[src/rtl/core/swfd_pkg.sv]
package swfd_pkg;

  // sync pair and error pattern bytes
  localparam logic [7:0] SYNC_HI   = 8'hAA;
  localparam logic [7:0] SYNC_LO   = 8'h55;
  localparam logic [7:0] ERR_MARK  = 8'h01;
  localparam logic [7:0] ERR_B_FF  = 8'hFF;
  localparam logic [7:0] ERR_B_10  = 8'h10;
  localparam logic [7:0] ERR_B_11  = 8'h11;

  // frame byte counter, saturating
  localparam int unsigned COUNT_W = 6;
  localparam logic [COUNT_W-1:0] COUNT_MAX = '1;
  localparam logic [COUNT_W-1:0] COUNT_SYNC = 6'd2;

  // result kinds
  localparam logic KIND_FRAME = 1'b0;
  localparam logic KIND_ERROR = 1'b1;

  // position after the sync pair
  localparam logic [1:0] POS_IDLE   = 2'd0;
  localparam logic [1:0] POS_THIRD  = 2'd1;
  localparam logic [1:0] POS_FOURTH = 2'd2;

  typedef enum logic [1:0] {
    ERR_FF = 2'd0,
    ERR_10 = 2'd1,
    ERR_11 = 2'd2
  } err_code_t;

  // command from the front to the back
  typedef struct packed {
    logic      is_frame;
    err_code_t code;
  } cmd_t;

  typedef enum logic [1:0] {
    B_IDLE,
    B_FETCH,
    B_SHOW
  } back_state_t;

endpackage

[src/rtl/core/swfd_frame_store.sv]
module swfd_frame_store import swfd_pkg::*; #(
  parameter int unsigned STORE_DEPTH = 32,
  parameter int unsigned AW = $clog2(STORE_DEPTH)
) (
  input  logic          clk,
  input  logic          wr_en,
  input  logic [AW-1:0] wr_addr,
  input  logic [7:0]    wr_data,
  input  logic          rd_en,
  input  logic [AW-1:0] rd_addr,
  output logic [7:0]    rd_data
);

  logic [7:0] mem [STORE_DEPTH];
  logic [7:0] rd_data_r;

  // write port
  always_ff @(posedge clk) begin
    if (wr_en) begin
      mem[wr_addr] <= wr_data;
    end
  end

  // registered read port
  always_ff @(posedge clk) begin
    if (rd_en) begin
      rd_data_r <= mem[rd_addr];
    end
  end

  assign rd_data = rd_data_r;

endmodule

[src/rtl/core/swfd_cmd_queue.sv]
module swfd_cmd_queue import swfd_pkg::*; (
  input  logic clk,
  input  logic rst_n,
  input  logic push,
  input  cmd_t push_cmd,
  output logic full,
  input  logic pop,
  output logic head_valid,
  output cmd_t head_cmd
);

  cmd_t       entry_r [2];
  logic       wr_ptr_r, wr_ptr_nxt;
  logic       rd_ptr_r, rd_ptr_nxt;
  logic [1:0] fill_r, fill_nxt;

  // pointer and fill update
  always_comb begin
    wr_ptr_nxt = wr_ptr_r ^ push;
    rd_ptr_nxt = rd_ptr_r ^ pop;
    fill_nxt   = fill_r + 2'(push) - 2'(pop);
  end

  always_ff @(posedge clk) begin
    if (!rst_n) begin
      wr_ptr_r <= 1'b0;
      rd_ptr_r <= 1'b0;
      fill_r   <= 2'd0;
    end else begin
      wr_ptr_r <= wr_ptr_nxt;
      rd_ptr_r <= rd_ptr_nxt;
      fill_r   <= fill_nxt;
    end
  end

  // entry storage
  always_ff @(posedge clk) begin
    if (push) begin
      entry_r[wr_ptr_r] <= push_cmd;
    end
  end

  assign full       = fill_r[1];
  assign head_valid = (fill_r != 2'd0);
  assign head_cmd   = entry_r[rd_ptr_r];

endmodule

[src/rtl/core/swfd_front.sv]
module swfd_front import swfd_pkg::*; #(
  parameter int unsigned FRAME_LEN   = 21,
  parameter int unsigned STORE_DEPTH = 32,
  parameter int unsigned AW = $clog2(STORE_DEPTH)
) (
  input  logic          clk,
  input  logic          rst_n,
  input  logic          cfg_wr_en,
  input  logic          cfg_wr_data,
  input  logic          in_valid,
  output logic          in_ready,
  input  logic [7:0]    in_rx_byte,
  output logic          q_push,
  output cmd_t          q_cmd,
  input  logic          q_full,
  input  logic          frame_done,
  output logic          st_wr_en,
  output logic [AW-1:0] st_wr_addr,
  output logic [7:0]    st_wr_data
);

  localparam bit FRAME_FITS = (FRAME_LEN <= STORE_DEPTH);
  localparam logic [COUNT_W-1:0] CLOSE_COUNT = COUNT_W'(FRAME_LEN + 1);
  localparam logic [COUNT_W:0]   DEPTH_LIM   = (COUNT_W + 1)'(STORE_DEPTH);

  logic               cap_en_r;
  logic [7:0]         prev_r, prev_nxt;
  logic               synced_r, synced_nxt;
  logic [COUNT_W-1:0] count_r, count_nxt;
  logic [1:0]         pos_r, pos_nxt;
  logic               third_one_r, third_one_nxt;
  logic               pending_r, pending_nxt;
  logic               take;
  logic               is_sync;
  logic               err_hit;
  err_code_t          err_code;

  // stall while a frame drains from the store or the queue is full
  assign in_ready = !q_full && !pending_r;
  assign take     = in_valid && in_ready && cap_en_r;
  assign is_sync  = (prev_r == SYNC_HI) && (in_rx_byte == SYNC_LO);

  // error pattern decode on the fourth byte after sync
  always_comb begin
    err_hit  = 1'b0;
    err_code = ERR_FF;
    if (pos_r == POS_FOURTH && third_one_r) begin
      priority if (in_rx_byte == ERR_B_FF) begin
        err_hit  = 1'b1;
        err_code = ERR_FF;
      end else if (in_rx_byte == ERR_B_10) begin
        err_hit  = 1'b1;
        err_code = ERR_10;
      end else if (in_rx_byte == ERR_B_11) begin
        err_hit  = 1'b1;
        err_code = ERR_11;
      end else begin
        err_hit  = 1'b0;
      end
    end
  end

  // classify the item and update parser state
  always_comb begin
    prev_nxt      = prev_r;
    synced_nxt    = synced_r;
    count_nxt     = count_r;
    pos_nxt       = pos_r;
    third_one_nxt = third_one_r;
    pending_nxt   = pending_r && !frame_done;
    q_push        = 1'b0;
    q_cmd         = '{is_frame: 1'b0, code: err_code};
    st_wr_en      = 1'b0;
    st_wr_addr    = count_r[AW-1:0];
    st_wr_data    = in_rx_byte;
    if (take) begin
      prev_nxt = in_rx_byte;
      unique case (pos_r)
        POS_FOURTH: pos_nxt = POS_IDLE;
        POS_THIRD: begin
          pos_nxt       = POS_FOURTH;
          third_one_nxt = (in_rx_byte == ERR_MARK);
        end
        default: pos_nxt = POS_IDLE;
      endcase
      if (err_hit) begin
        q_push = 1'b1;
      end
      if (is_sync) begin
        // sync pair is never stored, the back supplies entries 0 and 1
        if (synced_r && count_r == CLOSE_COUNT && FRAME_FITS) begin
          q_push      = 1'b1;
          q_cmd       = '{is_frame: 1'b1, code: ERR_FF};
          pending_nxt = 1'b1;
        end
        synced_nxt    = 1'b1;
        count_nxt     = COUNT_SYNC;
        pos_nxt       = POS_THIRD;
        third_one_nxt = 1'b0;
      end else if (synced_r) begin
        st_wr_en = ({1'b0, count_r} < DEPTH_LIM);
        if (count_r != COUNT_MAX) begin
          count_nxt = count_r + 1'b1;
        end
      end
    end
  end

  always_ff @(posedge clk) begin
    if (!rst_n) begin
      cap_en_r    <= 1'b1;
      prev_r      <= 8'h00;
      synced_r    <= 1'b0;
      count_r     <= '0;
      pos_r       <= POS_IDLE;
      third_one_r <= 1'b0;
      pending_r   <= 1'b0;
    end else begin
      if (cfg_wr_en) begin
        cap_en_r <= cfg_wr_data;
      end
      prev_r      <= prev_nxt;
      synced_r    <= synced_nxt;
      count_r     <= count_nxt;
      pos_r       <= pos_nxt;
      third_one_r <= third_one_nxt;
      pending_r   <= pending_nxt;
    end
  end

endmodule

[src/rtl/core/swfd_back.sv]
module swfd_back import swfd_pkg::*; #(
  parameter int unsigned FRAME_LEN   = 21,
  parameter int unsigned STORE_DEPTH = 32,
  parameter int unsigned AW = $clog2(STORE_DEPTH)
) (
  input  logic          clk,
  input  logic          rst_n,
  input  logic          q_valid,
  input  cmd_t          q_cmd,
  output logic          q_pop,
  output logic          frame_done,
  output logic          st_rd_en,
  output logic [AW-1:0] st_rd_addr,
  input  logic [7:0]    st_rd_data,
  output logic          out_valid,
  input  logic          out_ready,
  output logic          out_kind,
  output logic [7:0]    out_data_byte,
  output logic [1:0]    out_error_code,
  output logic          out_last
);

  localparam logic [AW-1:0] LAST_IDX = AW'(FRAME_LEN - 1);

  back_state_t   state_r, state_nxt;
  logic [AW-1:0] idx_r, idx_nxt;
  logic          out_valid_r, out_valid_nxt;
  logic          kind_r;
  logic [7:0]    data_r;
  err_code_t     code_r;
  logic          last_r;
  logic          slot_free;
  logic          load_err;
  logic          load_byte;
  logic          is_last;
  logic [7:0]    frame_byte;

  assign slot_free = !out_valid_r || out_ready;
  assign is_last   = (idx_r == LAST_IDX);

  // the sync pair heads every frame and is not kept in the store
  always_comb begin
    priority if (idx_r == AW'(0)) begin
      frame_byte = SYNC_HI;
    end else if (idx_r == AW'(1)) begin
      frame_byte = SYNC_LO;
    end else begin
      frame_byte = st_rd_data;
    end
  end

  // next state
  always_comb begin
    state_nxt = state_r;
    unique case (state_r)
      B_IDLE: begin
        if (q_valid && q_cmd.is_frame) begin
          state_nxt = B_FETCH;
        end
      end
      B_FETCH: state_nxt = B_SHOW;
      B_SHOW: begin
        if (slot_free) begin
          state_nxt = is_last ? B_IDLE : B_FETCH;
        end
      end
      default: state_nxt = B_IDLE;
    endcase
  end

  // control outputs
  always_comb begin
    q_pop      = 1'b0;
    load_err   = 1'b0;
    load_byte  = 1'b0;
    frame_done = 1'b0;
    st_rd_en   = 1'b0;
    st_rd_addr = idx_r;
    idx_nxt    = idx_r;
    unique case (state_r)
      B_IDLE: begin
        if (q_valid && q_cmd.is_frame) begin
          q_pop   = 1'b1;
          idx_nxt = '0;
        end else if (q_valid && slot_free) begin
          q_pop    = 1'b1;
          load_err = 1'b1;
        end
      end
      B_FETCH: st_rd_en = 1'b1;
      B_SHOW: begin
        if (slot_free) begin
          load_byte  = 1'b1;
          frame_done = is_last;
          idx_nxt    = idx_r + 1'b1;
        end
      end
      default: ;
    endcase
  end

  assign out_valid_nxt = load_err || load_byte || (out_valid_r && !out_ready);

  always_ff @(posedge clk) begin
    if (!rst_n) begin
      state_r     <= B_IDLE;
      out_valid_r <= 1'b0;
    end else begin
      state_r     <= state_nxt;
      out_valid_r <= out_valid_nxt;
    end
  end

  // output register and frame index
  always_ff @(posedge clk) begin
    idx_r <= idx_nxt;
    if (load_err) begin
      kind_r <= KIND_ERROR;
      data_r <= 8'h00;
      code_r <= q_cmd.code;
      last_r <= 1'b1;
    end else if (load_byte) begin
      kind_r <= KIND_FRAME;
      data_r <= frame_byte;
      code_r <= ERR_FF;
      last_r <= is_last;
    end
  end

  assign out_valid      = out_valid_r;
  assign out_kind       = kind_r;
  assign out_data_byte  = data_r;
  assign out_error_code = code_r;
  assign out_last       = last_r;

endmodule

[src/rtl/core/sync_word_frame_deframer_top.sv]
// channel   direction  handshake                 payload
// in        input      in_valid / in_ready       in_rx_byte
// out       output     out_valid / out_ready     out_kind out_data_byte out_error_code out_last
// cfg       input      cfg_wr_en                 cfg_wr_data (capture enable)
//
// an input item is taken on in_valid and in_ready; the item that closes a good frame
// holds in_ready low until the frame is drained, each frame byte going through a store
// read and then the output register
// error reports pass through the command queue and then the output register
// reset is synchronous on rst_n low; capture comes up enabled, no sync seen
// a stalled output holds the back end; the front keeps taking items until
// the two-entry command queue fills
module sync_word_frame_deframer_top import swfd_pkg::*; #(
  parameter int unsigned FRAME_LEN   = 21,
  parameter int unsigned STORE_DEPTH = 32
) (
  input  logic       clk,
  input  logic       rst_n,
  input  logic       cfg_wr_en,
  input  logic       cfg_wr_data,
  input  logic       in_valid,
  output logic       in_ready,
  input  logic [7:0] in_rx_byte,
  output logic       out_valid,
  input  logic       out_ready,
  output logic       out_kind,
  output logic [7:0] out_data_byte,
  output logic [1:0] out_error_code,
  output logic       out_last
);

  localparam int unsigned AW = $clog2(STORE_DEPTH);

  logic          q_push;
  cmd_t          q_push_cmd;
  logic          q_full;
  logic          q_pop;
  logic          q_valid;
  cmd_t          q_head;
  logic          frame_done;
  logic          st_wr_en;
  logic [AW-1:0] st_wr_addr;
  logic [7:0]    st_wr_data;
  logic          st_rd_en;
  logic [AW-1:0] st_rd_addr;
  logic [7:0]    st_rd_data;

  // parser and classifier
  swfd_front #(
    .FRAME_LEN   (FRAME_LEN),
    .STORE_DEPTH (STORE_DEPTH)
  ) u_front (
    .clk         (clk),
    .rst_n       (rst_n),
    .cfg_wr_en   (cfg_wr_en),
    .cfg_wr_data (cfg_wr_data),
    .in_valid    (in_valid),
    .in_ready    (in_ready),
    .in_rx_byte  (in_rx_byte),
    .q_push      (q_push),
    .q_cmd       (q_push_cmd),
    .q_full      (q_full),
    .frame_done  (frame_done),
    .st_wr_en    (st_wr_en),
    .st_wr_addr  (st_wr_addr),
    .st_wr_data  (st_wr_data)
  );

  // command queue between front and back
  swfd_cmd_queue u_queue (
    .clk        (clk),
    .rst_n      (rst_n),
    .push       (q_push),
    .push_cmd   (q_push_cmd),
    .full       (q_full),
    .pop        (q_pop),
    .head_valid (q_valid),
    .head_cmd   (q_head)
  );

  // frame byte buffer
  swfd_frame_store #(
    .STORE_DEPTH (STORE_DEPTH)
  ) u_store (
    .clk     (clk),
    .wr_en   (st_wr_en),
    .wr_addr (st_wr_addr),
    .wr_data (st_wr_data),
    .rd_en   (st_rd_en),
    .rd_addr (st_rd_addr),
    .rd_data (st_rd_data)
  );

  // result sequencer
  swfd_back #(
    .FRAME_LEN   (FRAME_LEN),
    .STORE_DEPTH (STORE_DEPTH)
  ) u_back (
    .clk            (clk),
    .rst_n          (rst_n),
    .q_valid        (q_valid),
    .q_cmd          (q_head),
    .q_pop          (q_pop),
    .frame_done     (frame_done),
    .st_rd_en       (st_rd_en),
    .st_rd_addr     (st_rd_addr),
    .st_rd_data     (st_rd_data),
    .out_valid      (out_valid),
    .out_ready      (out_ready),
    .out_kind       (out_kind),
    .out_data_byte  (out_data_byte),
    .out_error_code (out_error_code),
    .out_last       (out_last)
  );

endmodule
[config.mk]
export PLATFORM = sky130hd
export DESIGN_NAME = sync_word_frame_deframer_top
export DESIGN_NICKNAME = d
export VERILOG_FILES = /design/src/rtl/core/swfd_pkg.sv /design/src/rtl/core/swfd_frame_store.sv /design/src/rtl/core/swfd_cmd_queue.sv /design/src/rtl/core/swfd_front.sv /design/src/rtl/core/swfd_back.sv /design/src/rtl/core/sync_word_frame_deframer_top.sv
export SDC_FILE = /design/constraint.sdc
export NUM_CORES = 1
export LEC_CHECK = 0
export ABC_CLOCK_PERIOD_IN_PS = 2940
export BUFFER_PORTS_ARGS = -buffer_cell sky130_fd_sc_hd__buf_2
export CORE_ASPECT_RATIO = 0.5
export CORE_MARGIN = 5
export CORE_UTILIZATION = 45
export DETAILED_ROUTE_END_ITERATION = 16
export PLACE_DENSITY = 0.66
export SLEW_MARGIN = 20
export SYNTH_ARGS = -nofsm -noshare
export SYNTH_HDL_FRONTEND = slang
export SYNTH_SLANG_ARGS = --single-unit
[constraint.sdc]
create_clock -name clk -period 2.94 [get_ports clk]
set_input_delay 0.882 -clock clk [delete_from_list [all_inputs] [get_ports clk]]
set_output_delay 0.882 -clock clk [all_outputs]
set_load 0.05 [all_outputs]
* After elaboration in Yosys (flattened, before gate mapping)
Memories as Yosys holds them, arrays and structs flattened. A register that Yosys moved wholly into a read port is not among the register bits.
Cells that the tools add are included.
** Storage, ports and cells
- Register bits :: 44
- RAM bits :: 262
- Input port bits :: 14
- Output and inout bits :: 14
- Word-level logic and storage cells :: 127
- Memories kept :: 2
** Memory list
- u_store.mem :: words 32, width 8, rd ports 1, clocked after Yosys merged registers in 1, wr ports 1, line swfd_frame_store.sv:14 : logic [7:0] mem [STORE_DEPTH];
- u_queue.entry_r :: words 2, width 3, rd ports 1, clocked after Yosys merged registers in 1, wr ports 1, line swfd_cmd_queue.sv:12 : cmd_t entry_r [2];
** Cells by class
- Add/subtract/negate cells :: 4
- Order comparisons :: 1
- Eq/ne operators :: 16
- Muxes and demuxes :: 54
- Bitwise operators :: 2
- Reductions and logical operators :: 31
** Operators by type and width (count)
- 2-to-1 mux 1 bit :: 32
- 2-to-1 mux 2 bit :: 10
- 2-to-1 mux 6 bit :: 3
- equality test 8 x 5 -> 1 bit, second input constant :: 2
- equality test 8 bit, second input constant :: 2
- 2-to-1 mux 8 bit :: 2
- nonzero test 2 bit :: 6
- logical AND 1 bit :: 10
- 2-to-1 mux 5 bit :: 2
- case mux 5 bit (2 select lines) :: 1
- 2-to-1 mux 3 bit :: 3
- equality test 8 x 1 -> 1 bit, second input constant :: 1
- equality test 8 x 7 -> 1 bit, second input constant :: 1
- adder 6 x 1 -> 6 bit, second input constant :: 1
- equality test 6 x 5 -> 1 bit, second input constant :: 1
- < comparator 6 bit, second input constant :: 1
- inequality test 6 bit, second input constant :: 1
- case mux 2 bit (3 select lines) :: 1
- AND reduction 2 bit :: 3
- AND reduction 3 bit :: 2
- adder 5 x 1 -> 5 bit, second input constant :: 1
- equality test 5 x 1 -> 1 bit, second input constant :: 1
- equality test 5 bit, second input constant :: 1
- zero test 1 bit :: 5
- 9 further kinds :: 15

* Logic depth before layout (Yosys ltp)
- Word-level depth :: 11
- Depth in mapped cells :: 10
- Depth with buffers taken out :: 10

* Hierarchy
Synthesis repeated with hierarchy kept, for this count alone.
** Unflattened totals
- Cell total of the unflattened synthesis :: 673
- Area total of the unflattened synthesis :: 12614.6 um2
** Modules (own cells, without submodules)
- swfd_frame_store :: instances 1, cells each 417, area each 10133.5 um2, seq. area each 7927.6 um2
- swfd_front :: instances 1, cells each 139, area each 1116.1 um2, seq. area each 400.4 um2
- swfd_back :: instances 1, cells each 88, area each 918.4 um2, seq. area each 470.5 um2
- swfd_cmd_queue :: instances 1, cells each 29, area each 446.7 um2, seq. area each 280.3 um2

* Worst setup path before layout
No wires, ideal clock.
- Path type :: input-to-reg
- Start point :: input port in_rx_byte[7]
- End point :: register u_queue.fill_r[1]
- Library setup time :: 0.128 ns
- Arrival :: 2.539 ns
- Path slack :: 0.273 ns
- Stages :: 9
- Cell sequence :: nor4_1 nand4_1 buf_2 nand3b_1 o31ai_1 ha_1 xor2_1 xnor2_1 nor2_1
** On the way
- Longest elaborated chain between the ends :: 11
** RTL lines
- start: declaration :: line sync_word_frame_deframer_top.sv:23 : input logic [7:0] in_rx_byte,
- equality test 8 x 5 -> 1 bit :: line swfd_front.sv:54 : end else if (in_rx_byte == ERR_B_11) begin
- 2-to-1 mux 1 bit :: line swfd_front.sv:54
- 2-to-1 mux 1 bit :: line swfd_front.sv:51 : end else if (in_rx_byte == ERR_B_10) begin
- 2-to-1 mux 1 bit :: line swfd_front.sv:48 : priority if (in_rx_byte == ERR_B_FF) begin
- 2-to-1 mux 1 bit :: line swfd_front.sv:47 : if (pos_r == POS_FOURTH && third_one_r) begin
- 2-to-1 mux 1 bit :: line swfd_front.sv:86 : if (err_hit) begin
- 2-to-1 mux 1 bit :: line swfd_front.sv:91 : if (synced_r && count_r == CLOSE_COUNT && FRAME_FITS) begin
- 2-to-1 mux 1 bit (*) :: line swfd_front.sv:89 : if (is_sync) begin
- 2-to-1 mux 1 bit (*) :: line swfd_front.sv:76 : if (take) begin
- adder 2 x 1 -> 2 bit (*) :: line swfd_cmd_queue.sv:21 : fill_nxt = fill_r + 2'(push) - 2'(pop);
- subtractor 2 x 1 -> 2 bit (*) :: line swfd_cmd_queue.sv:21
- end signal: assignment :: line swfd_cmd_queue.sv:32 : fill_r <= fill_nxt;
- end: declaration :: line swfd_cmd_queue.sv:15 : logic [1:0] fill_r, fill_nxt;
Mark *: on every way between the ends. The rest lies on a longest branch, timed or not.
A chain may end at the register's enable or synchronous reset.

==> metrics.txt <==
outcome=complete, no violations; 1st-pass router iterations=5; hold depth=2; Compound-Gate Fraction of Synth Area=5.41%; Remaining DRCs=0; CP Class=register to register; Max Root-Sink Buffers=3; initial antenna violation count=1; worst vdd ir=354 uV; remaining global-route overflow=0; Slew headroom=46.4%; Synth Net Count=757; WP data arrival=2.80 ns; Placed Area=13300 um^2; Core Box Area=27500 um^2; FF+latch area=9080 um^2; post-synth cell types=55; Post CTS Setup Buffer Count=0; hold path start=u_front.prev_r[7]; sequential-to-total area share from yosys stat=72.7%; final core utilization=51.7%; Finished Cell Area=14200 um^2; Max FO, Critical Path=35; Inserted Clock Buffers=29; clock-pin slew on the worst setup and hold paths=0.06 ns; main combinational cell family by area after synthesis=multiplexers; top-area cell type share of the netlist area=66.6%; Die W=246 um; port bufs=27; Post-Route WL=27500 um; Post-synth top cells=edfxtp_1, nor2_1, mux4_2; Detail Placement HPWL=17600 um; crit share post-route=86.7%; worst setup path start=u_back.st_rd_addr[0]; RR Startpoint=u_back.st_rd_addr[0]; die area=31400 um^2; Critical Path Start Type=register; max cap viols=0; Vert. Die Dim=128 um; # hold bufs at CTS=0; Diodes inserted=0; layout cells sized above 1=21.4%; Worst Max-Slew Pin Slew=0.803 ns; asr flop ratio synth=0%; pre-CTS WS=0.0313 ns; largest net degree at the start of global routing=48; Final setup viols=0; CTS tree=yes; First DRT Iteration DRCs=713; P_leak=4.46 nW; Sum Neg Setup Slack=0 ns; adder-cell share of the synthesized area=1.10%; Core Rows=43; flops & latches, synth=315; # nets final=832; main area contributors after synthesis=edfxtp_1, mux4_2, dfxtp_1; post-synthesis mux area share=11.8%; Worst Hold End=u_front.prev_r[7]; worst min-delay path class=register to register; CP Capture Type=register; r2r setup slk=0.39 ns; Max Freq=0.392 GHz; area of the mapped netlist=12500 um^2; Fin Clk Skew=0.0143 ns; post-CTS sizing=0; Root Buffer=clkbuf_16; RSZ-0062 raised after global routing=false; Area growth syn-to-layout=13.9%; via/cell ratio=5.65; filler cell count in the final layout=2205; largest area contributor in the netlist=edfxtp_1; footprint of the multi-input gates=3170 um^2; Worst-Skew Late Latency=0.56 ns; GPL Wtd Cong=0.833; final hold violations=0; Starting Density=45.3%; WL per Instance=22.7 um; final hold slack=0.449 ns; clock sinks=315; Final WS setup=0.391 ns; Synth Area in XOR/XNOR=0.421%; Vias=6844; Syn Area/Cell=17.1 um^2; critical path required time=3.19 ns; Final Critical Period=2.55 ns; total track usage=17.6%; RR Endpoint=u_store.rd_data[0]; Slew Viols, Final=0; vias in the first global route=6872; H-tree levels=1; Post-synth top flop=edfxtp_1; Synth Area in Simple Gates=6.59%; Pwr Density=600 nW/um^2; Top Ports=28; top-count cell post-synth=edfxtp_1; Cells after Synth=732; R2R cell count=4; EDFF count, synth=277; first-pass GRT wire length=42200 um; Ys Warns=0; ANT nets after route=0
[cells in the final DEF, fill, tap and decap left out, drive strengths merged, types with 3 or more instances in the layout]
cell type | netlist | routed
inv | 14 | 15
xor2 | 4 | 4
a21oi | 23 | 23
o2bb2ai | 4 | 4
o21ai | 7 | 7
nand3b | 5 | 5
a22o | 4 | 4
a211oi | 14 | 14
nor2 | 69 | 69
dfxtp | 38 | 38
nand3 | 11 | 11
buf | 16 | 78
a22oi | 14 | 14
mux2i | 36 | 36
edfxtp | 277 | 277
clkbuf | 18 | 40
clkinv | 1 | 11
nand2 | 35 | 35
mux4 | 48 | 48
o22ai | 6 | 6
mux2 | 3 | 3
nand4 | 4 | 4
and2 | 6 | 6
ha | 11 | 11
nor2b | 8 | 8
nor3 | 4 | 4
or3 | 4 | 4
nor4 | 4 | 4
or3b | 3 | 3
nand2b | 5 | 5
o221ai | 8 | 8
a2111oi | 3 | 3
[worst max-delay path: stages (launching register included)]
cell and delay (ns):
edfxtp_1 0.38, buf_12 0.26, mux4_2 0.60, a2111oi_0 0.73
a22oi_1 0.24
[where the power goes]
| group | internal [W] | switching, W |
|---|---|---|
| Combinational | 0.0000275 | 0.0000999 |
| Sequential | 0.00486 | 0.00000392 |
| Clock | 0.00197 | 0.00158 |
| Total | 0.00685 | 0.00169 |
[sequential cells by signal (all words and copies together), names as in the netlist, 2 cells and up, named ones only]
name and count:
u_back.out_data_byte 8, u_back.out_error_code 2, u_back.st_rd_addr 5, u_back.state_r 2
u_front.count_r 6, u_front.pos_r 2, u_front.prev_r 8, u_queue.entry_r 6
u_queue.fill_r 2, u_store.mem 256, u_store.rd_data 8
[per-layer routing]
layer	vias to the layer above	track usage, %	share of wire (%)
li1	3054	-	-
met1	3493	26.2	44
met3	39	3.98	8.0
met5	-	0	0
met4	0	3.87	2.2
met2	258	27.1	46
[worst max-delay path by stage]
stage	endpoint	slack [ns]	depth (start not counted)
2_1_floorplan	u_queue.fill_r[1]	0.27	9
3_3_place_gp	u_queue.fill_r[1]	-0.009	10
3_5_place_dp	u_queue.fill_r[1]	0.03	10
4_1_cts	u_store.rd_data[0]	0.38	4
5_1_grt	u_store.rd_data[0]	0.27	4
6_report	u_store.rd_data[0]	0.39	4
[logic make-up after synthesis]
logic type	after synthesis
buffers and inverters	49
multiplexers	87
adder cells (fa/ha/maj)	11
XOR/XNOR	6
AO/OA/AOI/OAI	95
AND/OR/NAND/NOR	169
flip-flops	315
[area by class of cell]
| class | count | area share (%) |
|---|---|---|
| clock buffers | 40 | 5.53 |
| inverters | 15 | 0.396 |
| clock inverters | 14 | 0.765 |
| flip-flops and latches | 315 | 63.8 |
| repair buffers | 78 | 3.90 |
| well taps | 382 | 3.36 |
| multi-input cells | 368 | 22.3 |
[metrics by stage]
step	cells	total power, W
after CTS	1212	0.00861
after floorplan	732	0.00498
after global placement	1158	0.00508
after detailed placement	1158	0.00509
final	1212	0.00854
after global routing	1212	0.00883
No activity file was read; power rests on OpenSTA's default activity.
